**src/hdl/sss_pkg.sv**
```systemverilog
// shared types, constants and functions for the short string selection sort core
// no dependencies
package sss_pkg;

  localparam int TEXT_W            = 64;
  localparam int BYTE_COUNT        = TEXT_W / 8;
  localparam int MAX_CHARS         = 8;
  localparam int ENTRY_COUNT_DEF   = 8;

  typedef struct packed {
    logic load_ready;
    logic read;
    logic emit;
  } sss_cmd_t;

  typedef struct packed {
    logic load_end;
    logic scan_last;
    logic pass_last;
    logic out_free;
  } sss_status_t;

  function automatic logic [TEXT_W-1:0] normalize_text(input logic [TEXT_W-1:0] t);
    logic [TEXT_W-1:0] r;
    logic              ended;
    logic [7:0]        b;
    r     = '0;
    ended = 1'b0;
    for (int i = 0; i < BYTE_COUNT; i++) begin
      b = t[(BYTE_COUNT-1-i)*8 +: 8];
      if (i >= MAX_CHARS || b == 8'd0) begin
        ended = 1'b1;
      end
      if (!ended) begin
        r[(BYTE_COUNT-1-i)*8 +: 8] = b;
      end
    end
    return r;
  endfunction

endpackage

```
**src/hdl/sss_datapath.sv**
```systemverilog
// string store, minimum search and output register of the sort core
// depends on sss_pkg
module sss_datapath #(
  parameter int ENTRY_COUNT = sss_pkg::ENTRY_COUNT_DEF
) (
  input  logic                     clk,
  input  logic                     rst,
  input  logic [sss_pkg::TEXT_W-1:0] text,
  input  logic                     is_last,
  input  logic                     in_valid,
  output logic                     in_stall,
  output logic [sss_pkg::TEXT_W-1:0] sorted_text,
  output logic                     final_flag,
  output logic                     out_valid,
  input  logic                     out_stall,
  input  sss_pkg::sss_cmd_t        cmd,
  output sss_pkg::sss_status_t     status
);
  import sss_pkg::*;

  localparam int IDX_W = $clog2(ENTRY_COUNT);
  localparam int CNT_W = $clog2(ENTRY_COUNT + 1);
  localparam logic [CNT_W-1:0] LAST_SLOT = CNT_W'(ENTRY_COUNT - 1);

  logic [TEXT_W-1:0] store [ENTRY_COUNT];
  logic [TEXT_W-1:0] rd_data;
  logic              rd_valid;
  logic [CNT_W-1:0]  rd_idx;
  logic [CNT_W-1:0]  count;
  logic [CNT_W-1:0]  i;
  logic [CNT_W-1:0]  j;
  logic [TEXT_W-1:0] best;
  logic [CNT_W-1:0]  best_idx;
  logic [TEXT_W-1:0] first_val;
  logic              accept;
  logic              wr_en;
  logic [IDX_W-1:0]  wr_addr;
  logic [TEXT_W-1:0] wr_data;

  assign in_stall = !cmd.load_ready;
  assign accept   = in_valid && cmd.load_ready;

  // closing request offered; taken whenever the controller is loading
  assign status.load_end  = in_valid && (is_last || count == LAST_SLOT);
  assign status.scan_last = (j + CNT_W'(1)) == count;
  assign status.pass_last = (i + CNT_W'(1)) == count;
  assign status.out_free  = !out_valid || !out_stall;

  assign wr_en   = accept || cmd.emit;
  assign wr_addr = accept ? count[IDX_W-1:0] : best_idx[IDX_W-1:0];
  assign wr_data = accept ? normalize_text(text) : first_val;

  // store memory
  always_ff @(posedge clk) begin
    if (wr_en) begin
      store[wr_addr] <= wr_data;
    end
    if (cmd.read) begin
      rd_data <= store[j[IDX_W-1:0]];
    end
  end

  always_ff @(posedge clk) begin
    if (rst) begin
      count     <= '0;
      i         <= '0;
      j         <= '0;
      rd_valid  <= 1'b0;
      out_valid <= 1'b0;
    end else begin
      rd_valid <= cmd.read;
      if (cmd.read) begin
        rd_idx <= j;
        j      <= j + CNT_W'(1);
      end
      if (accept) begin
        count <= count + CNT_W'(1);
        i     <= '0;
        j     <= '0;
      end
      // minimum search over the scanned entries
      if (rd_valid) begin
        if (rd_idx == i) begin
          best      <= rd_data;
          best_idx  <= rd_idx;
          first_val <= rd_data;
        end else if (rd_data < best) begin
          best     <= rd_data;
          best_idx <= rd_idx;
        end
      end
      if (cmd.emit) begin
        sorted_text <= best;
        final_flag  <= status.pass_last;
        out_valid   <= 1'b1;
        i           <= i + CNT_W'(1);
        j           <= i + CNT_W'(1);
        if (status.pass_last) begin
          count <= '0;
        end
      end else if (!out_stall) begin
        out_valid <= 1'b0;
      end
    end
  end

  a_count_range: assert property (@(posedge clk) disable iff (rst)
    count <= CNT_W'(ENTRY_COUNT))
    else $error("store count out of range");

  a_read_in_set: assert property (@(posedge clk) disable iff (rst)
    cmd.read |-> j < count)
    else $error("read beyond stored strings");

  a_emit_free: assert property (@(posedge clk) disable iff (rst)
    cmd.emit |-> !(out_valid && out_stall))
    else $error("result overwritten while stalled");

  a_no_load_in_sort: assert property (@(posedge clk) disable iff (rst)
    cmd.read |-> !accept)
    else $error("request taken during sort");

endmodule

```
**src/hdl/sss_ctrl.sv**
```systemverilog
// controller state machine sequencing load, scan passes and result emission
// depends on sss_pkg
module sss_ctrl (
  input  logic                 clk,
  input  logic                 rst,
  input  sss_pkg::sss_status_t status,
  output sss_pkg::sss_cmd_t    cmd
);
  import sss_pkg::*;

  typedef enum logic [1:0] {
    LOAD,
    SCAN,
    DRAIN,
    EMIT
  } state_t;

  state_t state;
  state_t state_next;

  always_comb begin
    cmd        = '0;
    state_next = state;
    case (state)
      LOAD: begin
        cmd.load_ready = 1'b1;
        if (status.load_end) begin
          state_next = SCAN;
        end
      end
      SCAN: begin
        cmd.read = 1'b1;
        if (status.scan_last) begin
          state_next = DRAIN;
        end
      end
      DRAIN: begin
        state_next = EMIT;
      end
      EMIT: begin
        if (status.out_free) begin
          cmd.emit   = 1'b1;
          state_next = status.pass_last ? LOAD : SCAN;
        end
      end
      default: begin
        state_next = LOAD;
      end
    endcase
  end

  always_ff @(posedge clk) begin
    if (rst) begin
      state <= LOAD;
    end else begin
      state <= state_next;
    end
  end

  a_drain_then_emit: assert property (@(posedge clk) disable iff (rst)
    state == DRAIN |=> state == EMIT)
    else $error("drain not followed by emit");

  a_one_cmd: assert property (@(posedge clk) disable iff (rst)
    $onehot0({cmd.load_ready, cmd.read, cmd.emit}))
    else $error("conflicting commands");

  a_scan_from_load: assert property (@(posedge clk) disable iff (rst)
    (state == LOAD && status.load_end) |=> state == SCAN)
    else $error("sort did not start");

endmodule

```
**src/hdl/short_string_selection_sort_core.sv**
```systemverilog
// short string selection sort core: top level joining controller and datapath
// depends on sss_pkg, sss_ctrl, sss_datapath
//
// usage: strings come in one request per cycle on text/is_last with in_valid
// while in_stall is low, packed first char in the top byte and zero padded.
// bytes after the first zero byte are cleared. a request with is_last set, or
// the one that fills the store of ENTRY_COUNT entries, closes the set. the core
// then stalls input, sorts ascending and sends every stored string on
// sorted_text with out_valid, final_flag set on the last one, after which input
// opens again. a set of n strings is sorted in n passes, each a scan state with
// one store read per cycle through the single memory read port, a drain state
// and an emit state. the first result leaves from the emit state of the first
// pass, after its scan and drain states.
// out_stall holds the result register, and the sort waits at each emit until
// the register is free. reset returns to loading with an empty store; no
// clearing pass is needed.
module short_string_selection_sort_core #(
  parameter int ENTRY_COUNT = sss_pkg::ENTRY_COUNT_DEF
) (
  input  logic                       clk,
  input  logic                       rst,
  input  logic [sss_pkg::TEXT_W-1:0] text,
  input  logic                       is_last,
  input  logic                       in_valid,
  output logic                       in_stall,
  output logic [sss_pkg::TEXT_W-1:0] sorted_text,
  output logic                       final_flag,
  output logic                       out_valid,
  input  logic                       out_stall
);
  import sss_pkg::*;

  sss_cmd_t    cmd;
  sss_status_t status;

  sss_ctrl u_ctrl (
    .clk    (clk),
    .rst    (rst),
    .status (status),
    .cmd    (cmd)
  );

  sss_datapath #(
    .ENTRY_COUNT (ENTRY_COUNT)
  ) u_datapath (
    .clk         (clk),
    .rst         (rst),
    .text        (text),
    .is_last     (is_last),
    .in_valid    (in_valid),
    .in_stall    (in_stall),
    .sorted_text (sorted_text),
    .final_flag  (final_flag),
    .out_valid   (out_valid),
    .out_stall   (out_stall),
    .cmd         (cmd),
    .status      (status)
  );

endmodule

```
**config.mk**
```make
export PLATFORM = sky130hd
export DESIGN_NAME = short_string_selection_sort_core
export DESIGN_NICKNAME = d
export VERILOG_FILES = /design/src/hdl/sss_pkg.sv /design/src/hdl/sss_datapath.sv /design/src/hdl/sss_ctrl.sv /design/src/hdl/short_string_selection_sort_core.sv
export SDC_FILE = /design/constraint.sdc
export NUM_CORES = 1
export LEC_CHECK = 0
export ABC_AREA = 1
export BUFFER_PORTS_ARGS = -buffer_cell sky130_fd_sc_hd__buf_2
export CAP_MARGIN = 10
export CORE_MARGIN = 8
export CORE_UTILIZATION = 25
export DETAILED_ROUTE_END_ITERATION = 8
export PLACE_DENSITY_LB_ADDON = 0.1
export SLEW_MARGIN = 30
export SYNTH_ARGS = -nofsm -noshare
export SYNTH_HDL_FRONTEND = slang
export SYNTH_SLANG_ARGS = --single-unit
```
**constraint.sdc**
```tcl
create_clock -name clk -period 13.35 [get_ports clk]
set_input_delay 2.0025 -clock clk [delete_from_list [all_inputs] [get_ports clk]]
set_output_delay 2.0025 -clock clk [all_outputs]
set_load 0.05 [all_outputs]
```
==> results of run 1 <==
==> worst max path at each step <==
stage                     slack, ns  startpoint                 endpoint  cells after the start
after global routing           7.66    in_valid  u_datapath.store[2][29]                     10
after CTS                      7.91    in_valid  u_datapath.store[2][29]                     10
after floorplan                7.47    in_valid   u_datapath.store[0][0]                      6
final                          7.97    in_valid  u_datapath.store[2][29]                     10
after detailed placement       7.20    in_valid  u_datapath.store[2][29]                     10
after global placement         7.24    in_valid  u_datapath.store[2][44]                     10
==> critical path: stages <==
cell and delay (ns):
buf_2 0.11, nand2_4 0.27, inv_2 0.48, buf_4 0.55, or2_2 0.20, o21ai_1 0.10, inv_1 0.13, nand2_1 0.14
nor2_4 0.71, buf_4 0.85
==> metrics by stage <==
stage | hold slack, ns | cells | instance area (µm²) | util
after floorplan | 0.426 | 2414 | 31500 | -
after global placement | 0.437 | 4110 | 34100 | 0.272
after detailed placement | 0.432 | 4112 | 34100 | 0.272
after CTS | 0.446 | 4281 | 37100 | 0.296
after global routing | 0.448 | 4282 | 37100 | 0.296
final | 0.440 | 4282 | 37100 | 0.296
==> Yosys cell counts, drive strengths merged <==
cell type | count | area share
or2 | 2 | 0.00040
o221ai | 1 | 0.00028
xor2 | 8 | 0.0022
a211oi | 1 | 0.00024
edfxtp | 776 | 0.74
nor3b | 1 | 0.00024
o22ai | 64 | 0.013
nand4 | 19 | 0.0042
nor4 | 8 | 0.0016
xnor2 | 3 | 0.00083
dfxtp | 16 | 0.010
buf | 43 | 0.0078
and2 | 2 | 0.00040
nand3 | 41 | 0.0067
nor2 | 504 | 0.061
o2111ai | 1 | 0.00028
a21oi | 44 | 0.0075
nand2 | 233 | 0.028
o21ai | 302 | 0.049
a21o | 1 | 0.00024
a31oi | 66 | 0.013
clkbuf | 74 | 0.0090
nor3 | 5 | 0.00079
ha | 70 | 0.028
inv | 123 | 0.015
o21bai | 3 | 0.00083
o211ai | 1 | 0.00024
o21a | 2 | 0.00048
==> cell families after synthesis <==
logic type,Yosys count,share of synthesized area
AOI/OAI and AO/OA,486,0.0848
xor gates and xnor gates,11,0.00306
and+or+nand+nor,815,0.103
adders and majority gates,70,0.0278
buffers and inverters,240,0.0316
DFF,792,0.750
==> metal layers <==
| layer | wire length [µm] | global-route usage | up-vias | part of all wire |
|---|---|---|---|---|
| met1 | 40300 | 0.165 | 9620 | 0.45 |
| li1 | - | - | 8979 | - |
| met2 | 44000 | 0.223 | 349 | 0.49 |
| met5 | 0 | 0 | - | 0 |
| met4 | 2230 | 0.0417 | 0 | 0.025 |
| met3 | 3340 | 0.0195 | 125 | 0.037 |
==> where the power goes <==
part / total, mW / internal, mW / leakage (nW) / switching [mW]
sequential: 3.53 / 3.32 / 7.19 / 0.203
combinational: 1.95 / 0.517 / 4.26 / 1.43
clock: 2.49 / 1.49 / 1.47 / 0.999
==> registers in the layout, summed over array words and instances, names as in the netlist <==
name                    cells
u_datapath.best            64
u_datapath.final_flag       1
u_datapath.i                4
u_datapath.best_idx         3
u_datapath.first_val       64
u_datapath.rd_data         64
u_datapath.j                4
u_datapath.rd_idx           4
u_datapath.sorted_text     64
u_datapath.rd_valid         1
u_datapath.out_valid        1
u_datapath.store          512
u_ctrl.state                2
u_datapath.count            4
==> area by class of cell <==
type,instances,area [µm²],area share
Inverter,123,472,0.0127
Clock buffer,112,2400,0.0646
Tap cell,1650,2060,0.0556
Multi-Input combinational cell,1382,6990,0.188
Clock inverter,57,576,0.0155
Timing Repair Buffer,166,985,0.0265
Sequential cell,792,23600,0.637
==> reports/qor.yml, run 1 <==
antenna_found_initial: 1
first_pass_iters: 5
first_iter_violations: 1126
setup_viol: 0
die_area_um2: 138000
num_rows: 130
min_to: "u_datapath.sorted_text[36]"
final_common_cell: "edfxtp_1"
grt_max_degree: 186
r2r_slack_ns: 8.69
antenna_cells: 0
cts_inserted_buffers: 91
start_kind: "primary input"
place_hpwl_um: 51800
grt_pass1_vias: 19829
grt_usage: 0.129
reg2reg_from: "u_ctrl.state[1]"
tightest_slew_ns: 1.19
portBuffers: 135
coreArea_um2: 125000
clk_path_buf_depth: 3
hold_viol: 0
syn-num-nets: 2553
worst_slack_ns: 7.97
cts_tree: "built"
r2r_end: "u_datapath.store[2][29]"
htreeDepth: 3
synth-seq-cells: 792
n_fill_cell: 12611
fp.dieW_um: 371
holdPathStages: 0
min_path_type: "register to register"
drive_above_1_share: 0.128
ioPinCount: 136
gp_congestion: 0.736
rsz0062_at_grt: "no"
post_drt_wl_per_cell_um: 21.0
reg2reg_depth: 11
fin_crit_ns: 5.38
die_h_um: 371
avgSynthCellArea_um2: 13.1
end_kind: "register"
grt_pass1_wl_um: 133000
power_density_nw_per_um2: 215
slew_headroom: 0.204
drc: 0
root_buffer: "clkbuf_16"
clock_latency_ns: 0.65
fmax_mhz: 186
final_max_slew_viol_count: 0
gr-total-overflow: 0
cellLeakagePower_nw: 12.9
cts_setup_buffers: 0
post-place-ws_ns: 7.20
numClockSinks: 792
final_cell_mix: "edfxtp_1 (776), nor2_1 (493), o21ai_0 (286)"
syn_area_um2: 31500
fin_nets: 2695
worstPathRequired_ns: 13.61
synthDistinctLibCells: 46
report.power.total_mw: 7.96
fin_skew_ns: 0.0255
critPathMaxFanout: 45
hold_start: "u_datapath.best[36]"
clk_pin_slew_ns: 0.06
netlist_instances: 2414
max-cap-violations: 0
initial_core_util: 0.251
crit_type: "primary input to register"
wl_um: 89900
via_per_inst: 4.45
seq_area_frac_synth: 0.750
ys_warn_count: 0
vias: 19073
arrival_ns: 5.64
ant_nets: 0
outcome: "finished clean"
cts_resized: 0
holdBufCountCts: 0
area_growth_pct: 17.8
period_share: 0.403
ir_drop_v: 0.000150
tns_ns: 0
Note: power is estimated with default switching activity, not from simulation.
==> inputs of run 2 (changes only) <==
Clock period 13.35 ns to 5.4 ns, I/O delays scaled along.
==> reports/qor.yml, run 2 (synthesis results as in run 1) <==
outcome: "finished clean"
grt_max_degree: 150  # -19%
largest_register_ffs: 512  # unchanged
drc: 0  # unchanged
met3_usage: 0.0202  # +0.000707
fin_nets: 2706  # +0.41%
crit_end: "u_datapath.store[6][63]"
htreeDepth: 3  # unchanged
die_area_um2: 138000  # unchanged
worst_slack_ns: 1.81  # -6.17 ns
cts_tree: "built"
cp.depth: 8  # -2
area_growth_pct: 18.5
startpoint: "u_ctrl.state[0]"
antenna_found_initial: 1  # unchanged
r2r_end: "u_datapath.store[6][63]"
cts_resized: 0  # unchanged
place_hpwl_um: 50400  # -2.8%
finalNonFillerCells: 4294  # +0.28%
grt_pass1_vias: 19819  # -0.050%
arrival_ns: 3.92  # -1.72 ns
fin_skew_ns: 0.0316  # +0.00612 ns
final_cell_mix: "edfxtp_1 (776), nor2_1 (493), o21ai_0 (284)"
tightest_slew_ns: 1.00  # -0.194 ns
power_density_nw_per_um2: 532  # +150%
reg2reg_depth: 8  # -3
fin_crit_ns: 3.59
die_h_um: 371  # unchanged
dp_cells: 4120  # +0.19%
numClockSinks: 792  # unchanged
min_path_type: "register to register"
slew_headroom: 0.326  # +0.122
tns_ns: 0  # unchanged
r2r_slack_ns: 1.81  # -6.88 ns
worst-path-buf-inv: 3  # -2
ir_drop_v: 0.000436  # +190%
root_buffer: "clkbuf_16"
grt_use_met2: 0.224  # +0.000928
portBuffers: 135  # unchanged
rsz0062_at_grt: "no"
first_iter_violations: 1131  # +0.44%
reg2reg_from: "u_ctrl.state[0]"
final_common_cell: "edfxtp_1"
hold_viol: 0  # unchanged
met1_usage: 0.166  # +0.000750
ioPinCount: 136  # unchanged
post_drt_wl_per_cell_um: 21.0  # about the same
grt_usage: 0.129  # about the same
critical-path-max-stage-delay_ns: 0.75  # -0.10 ns
worstPathRequired_ns: 5.73  # -7.88 ns
antenna_cells: 0  # unchanged
num_rows: 130  # unchanged
final_max_slew_viol_count: 0  # unchanged
cts_inserted_buffers: 94  # +3.3%
grt_busiest_layer: "met2"
initial_core_util: 0.251  # unchanged
via_per_inst: 4.45  # about the same
gr-total-overflow: 0  # unchanged
holdBufCountCts: 0  # unchanged
largest_register: "u_datapath.store"
drive_above_1_share: 0.129  # +0.000932
critPathTopFamily: "simple AND/OR/NAND/NOR gates"
vias: 19124  # +0.27%
crit_chain: "inv_1, ha_1, nand2_4, inv_2, nand2_1, nand3_1, nor2_4, buf_4"
wl_um: 90100  # +0.25%
hold_ws_ns: 0.447  # +0.00748 ns
end_kind: "register"
clk_pin_slew_ns: 0.06  # about the same
crit_type: "register to register"
fmax_mhz: 278
coreArea_um2: 125000  # unchanged
max-cap-violations: 0  # unchanged
first_pass_iters: 5  # unchanged
critPathMaxFanout: 48  # +6.7%
setup_viol: 0  # unchanged
start_kind: "register"
clock_latency_ns: 0.65  # about the same
grt_pass1_wl_um: 133000  # +0.28%
cts_setup_buffers: 0  # unchanged
gp_congestion: 0.751  # +2.1%
post-place-ws_ns: 1.53  # -5.67 ns
cpMaxStageDelayCell: "nor2_4"
ant_nets: 0  # unchanged
report.power.total_mw: 19.9  # +150%
fp.dieW_um: 371  # unchanged
n_fill_cell: 12581  # -0.24%
clk_path_buf_depth: 3  # unchanged
period_share: 0.666
cellLeakagePower_nw: 13.0  # +0.65%
==> run 2: routing by layer <==
metal	share of wire	wire, µm
met5	0	0
met4	0.021	1880
met3	0.037	3340
met2	0.49	44100
met1	0.45	40800
==> run 2: through the flow <==
step | area, µm² | utilization
after floorplan | 31500 | -
after global placement | 34300 | 0.273
after detailed placement | 34300 | 0.273
after CTS | 37300 | 0.298
after global routing | 37400 | 0.298
final | 37400 | 0.298
==> run 2: cell type report <==
class	count	area [µm²]	area share
Clock inverter	60	572	0.0153
Timing Repair Buffer	174	1140	0.0306
Clock buffer	113	2470	0.0660
Sequential cell	792	23600	0.633
Tap cell	1650	2060	0.0553
Multi-Input combinational cell	1382	7000	0.187
Inverter	123	478	0.0128
==> run 2: where the power goes <==
group	leakage (nW)	switching (mW)	internal (mW)
Clock	1.48	2.52	3.76
Combinational	4.33	3.63	1.33
Sequential	7.19	0.402	8.21
Total	13.0	6.56	13.3
==> run 2: worst min-delay path by stage <==
stage | slack, ns | startpoint | cells after the start | endpoint
final | 0.45 | u_datapath.best[31] | 0 | u_datapath.sorted_text[31]
after global routing | 0.46 | u_datapath.best[26] | 0 | u_datapath.sorted_text[26]
after CTS | 0.42 | out_stall | 3 | u_datapath.out_valid
after detailed placement | 0.44 | u_datapath.best[26] | 0 | u_datapath.sorted_text[26]
after global placement | 0.44 | u_datapath.best[14] | 0 | u_datapath.sorted_text[14]
after floorplan | 0.43 | u_datapath.best[10] | 0 | u_datapath.sorted_text[10]
==> run 2: worst register-to-register path, delay by kind of cell (launching register included) <==
family	cells	cell delay, ns
adder cells (fa/ha/maj)	1	0.25
buffers and inverters	3	0.80
flip-flops	1	0.45
AND/OR/NAND/NOR	4	1.77
==> inputs of run 3 (changes only) <==
Clock period 5.4 ns to 3.4 ns, I/O delays scaled along.
==> reports/qor.yml, run 3 (synthesis results as in run 1) <==
slew_headroom: 0.346  # +0.0195
clk_pin_slew_ns: 0.06  # about the same
fin_nets: 2718  # +0.44%
area_growth_pct: 18.9
met2_length_um: 45700  # +3.7%
gp_congestion: 0.747  # -0.55%
worstPathRequired_ns: 3.73  # -2.00 ns
pwr-share-clk: 0.307  # -0.009
cts_resized: 0  # unchanged
end_kind: "register"
min_path_type: "primary input to register"
first_pass_iters: 5  # unchanged
grt_pass1_wl_um: 135000  # +1.8%
cts_inserted_buffers: 92  # -2.1%
rsz0062_at_grt: "no"
seq_power_share: 0.436  # +0.002
hold_viol: 0  # unchanged
seqCellArea_um2: 23600  # unchanged
critPathMaxFanout: 15  # -69%
grt_max_degree: 170  # +13%
portBuffers: 135  # unchanged
ioPinCount: 136  # unchanged
n_fill_cell: 12531  # -0.40%
worst_slack_ns: 0.582  # -1.22 ns
postLayoutCoreUtil: 0.299  # +0.00104
initial_core_util: 0.251  # unchanged
final_common_cell: "edfxtp_1"
holdPathStages: 3  # +3
numClockSinks: 792  # unchanged
p_int_mw: 21.0  # +58%
max-cap-violations: 0  # unchanged
post_drt_wl_per_cell_um: 21.5  # +2.5%
root_buffer: "clkbuf_16"
largest_register: "u_datapath.store"
reg2reg_depth: 7  # -1
p_sw_frac: 0.330  # about the same
min_to: "u_datapath.out_valid"
tns_ns: 0  # unchanged
start_kind: "register"
htreeDepth: 3  # unchanged
reg2reg_from: "u_ctrl.state[1]"
clock_latency_ns: 0.65  # about the same
cts_setup_buffers: 0  # unchanged
antenna_found_initial: 2  # +1
drive_above_1_share: 0.133  # +0.00358
multiInputGateArea_um2: 6990  # -0.13%
fin_crit_ns: 2.82  # -0.776 ns
vias: 19204  # +0.42%
coreArea_um2: 125000  # unchanged
period_share: 0.829  # +0.163
ant_nets: 0  # unchanged
dpl_cell_area_um2: 34600  # +0.81%
post-place-ws_ns: 0.180  # -1.35 ns
tightest_slew_ns: 0.971  # -0.0289 ns
power_density_nw_per_um2: 838  # +58%
cts_tree: "built"
grt_usage: 0.132  # +0.00327
power.switching_mw: 10.4  # +58%
final_cell_mix: "edfxtp_1 (776), nor2_1 (493), o21ai_0 (291)"
place_hpwl_um: 52600  # +4.4%
wl_um: 92400  # +2.6%
first_iter_violations: 1172  # +3.6%
drc: 0  # unchanged
fp.dieW_um: 371  # unchanged
arrival_ns: 3.15  # -0.77 ns
final_cell_area_um2: 37500  # +0.35%
via_per_inst: 4.47  # +0.32%
r2r_end: "u_datapath.store[2][49]"
wl_met3_um: 3650  # +9.4%
setup_viol: 0  # unchanged
power.share.combinational: 0.257  # +0.007
antenna_cells: 0  # unchanged
die_h_um: 371  # unchanged
drt-met1-wl_um: 41300  # +1.1%
gr-total-overflow: 0  # unchanged
die_area_um2: 138000  # unchanged
grt_pass1_vias: 19687  # -0.67%
final_max_slew_viol_count: 0  # unchanged
outcome: "finished clean"
hold_start: "out_stall"
crit_type: "register to register"
fmax_mhz: 355  # +28%
holdBufCountCts: 0  # unchanged
num_rows: 130  # unchanged
cellLeakagePower_nw: 13.0  # +0.38%
ir_drop_v: 0.000373  # -14%
largest_register_ffs: 512  # unchanged
fin_skew_ns: 0.0263  # -0.00537 ns
r2r_slack_ns: 0.58  # -1.22 ns
highest_layer: "met4"
clk_path_buf_depth: 3  # unchanged
run 3: cell types whose count changed in the layout (fill, tap and decap cells not counted), sizes merged:
cell / change
buf: +14
clkbuf: -3
clkinv: -3
inv: -3
bufinv: -2
clkinvlp: +1
run 3: critical path: stages, from the launching register on:
cell	delay, ns
dfxtp_1	0.32
inv_1	0.15
ha_1	0.24
nand2_4	0.09
inv_2	0.40
buf_4	0.38
nand2_1	0.21
o21ai_0	0.70
run 3: final cells by class:
| type | count | area share |
|---|---|---|
| flip-flops and latches | 792 | 0.630 |
| multi-input cells | 1382 | 0.186 |
| clock buffers | 110 | 0.0649 |
| well taps | 1650 | 0.0551 |
| repair buffers | 188 | 0.0378 |
| clock inverters | 53 | 0.0127 |
| inverters | 123 | 0.0127 |
run 3: power groups by stage:
stage | Clock [mW] | Combinational, mW | Sequential [mW]
detailed placement | 0 | 8.30 | 13.9
floorplan | 0 | 5.14 | 13.6
global route | 10.3 | 9.13 | 13.8
CTS | 10.0 | 8.34 | 13.7
finish | 9.66 | 8.08 | 13.7
global placement | 0 | 8.25 | 13.9
run 3: layer usage:
metal | vias up | global-route usage
met1 | 9663 | 0.170
met3 | 106 | 0.0192
met2 | 396 | 0.231
li1 | 9039 | -
met4 | 0 | 0.0352
met5 | - | 0
run 3: per-stage QoR:
step	total power [mW]	instances	hold slack, ns
global route	33.3	4298	0.139
CTS	32.1	4298	0.0944
global placement	22.1	4135	0.437
floorplan	18.8	2414	0.426
detailed placement	22.2	4135	0.436
finish	31.4	4298	0.152
run 3: worst max path at each step:
stage	slack, ns	to	start
floorplan	-1.02	u_datapath.store[2][0]	u_datapath.out_valid
CTS	0.51	u_datapath.store[4][49]	u_ctrl.state[1]
global route	0.37	u_datapath.store[3][49]	u_ctrl.state[1]
finish	0.58	u_datapath.store[2][49]	u_ctrl.state[1]
detailed placement	0.18	u_datapath.store[4][9]	text[59]
global placement	0.19	u_datapath.store[6][9]	text[63]
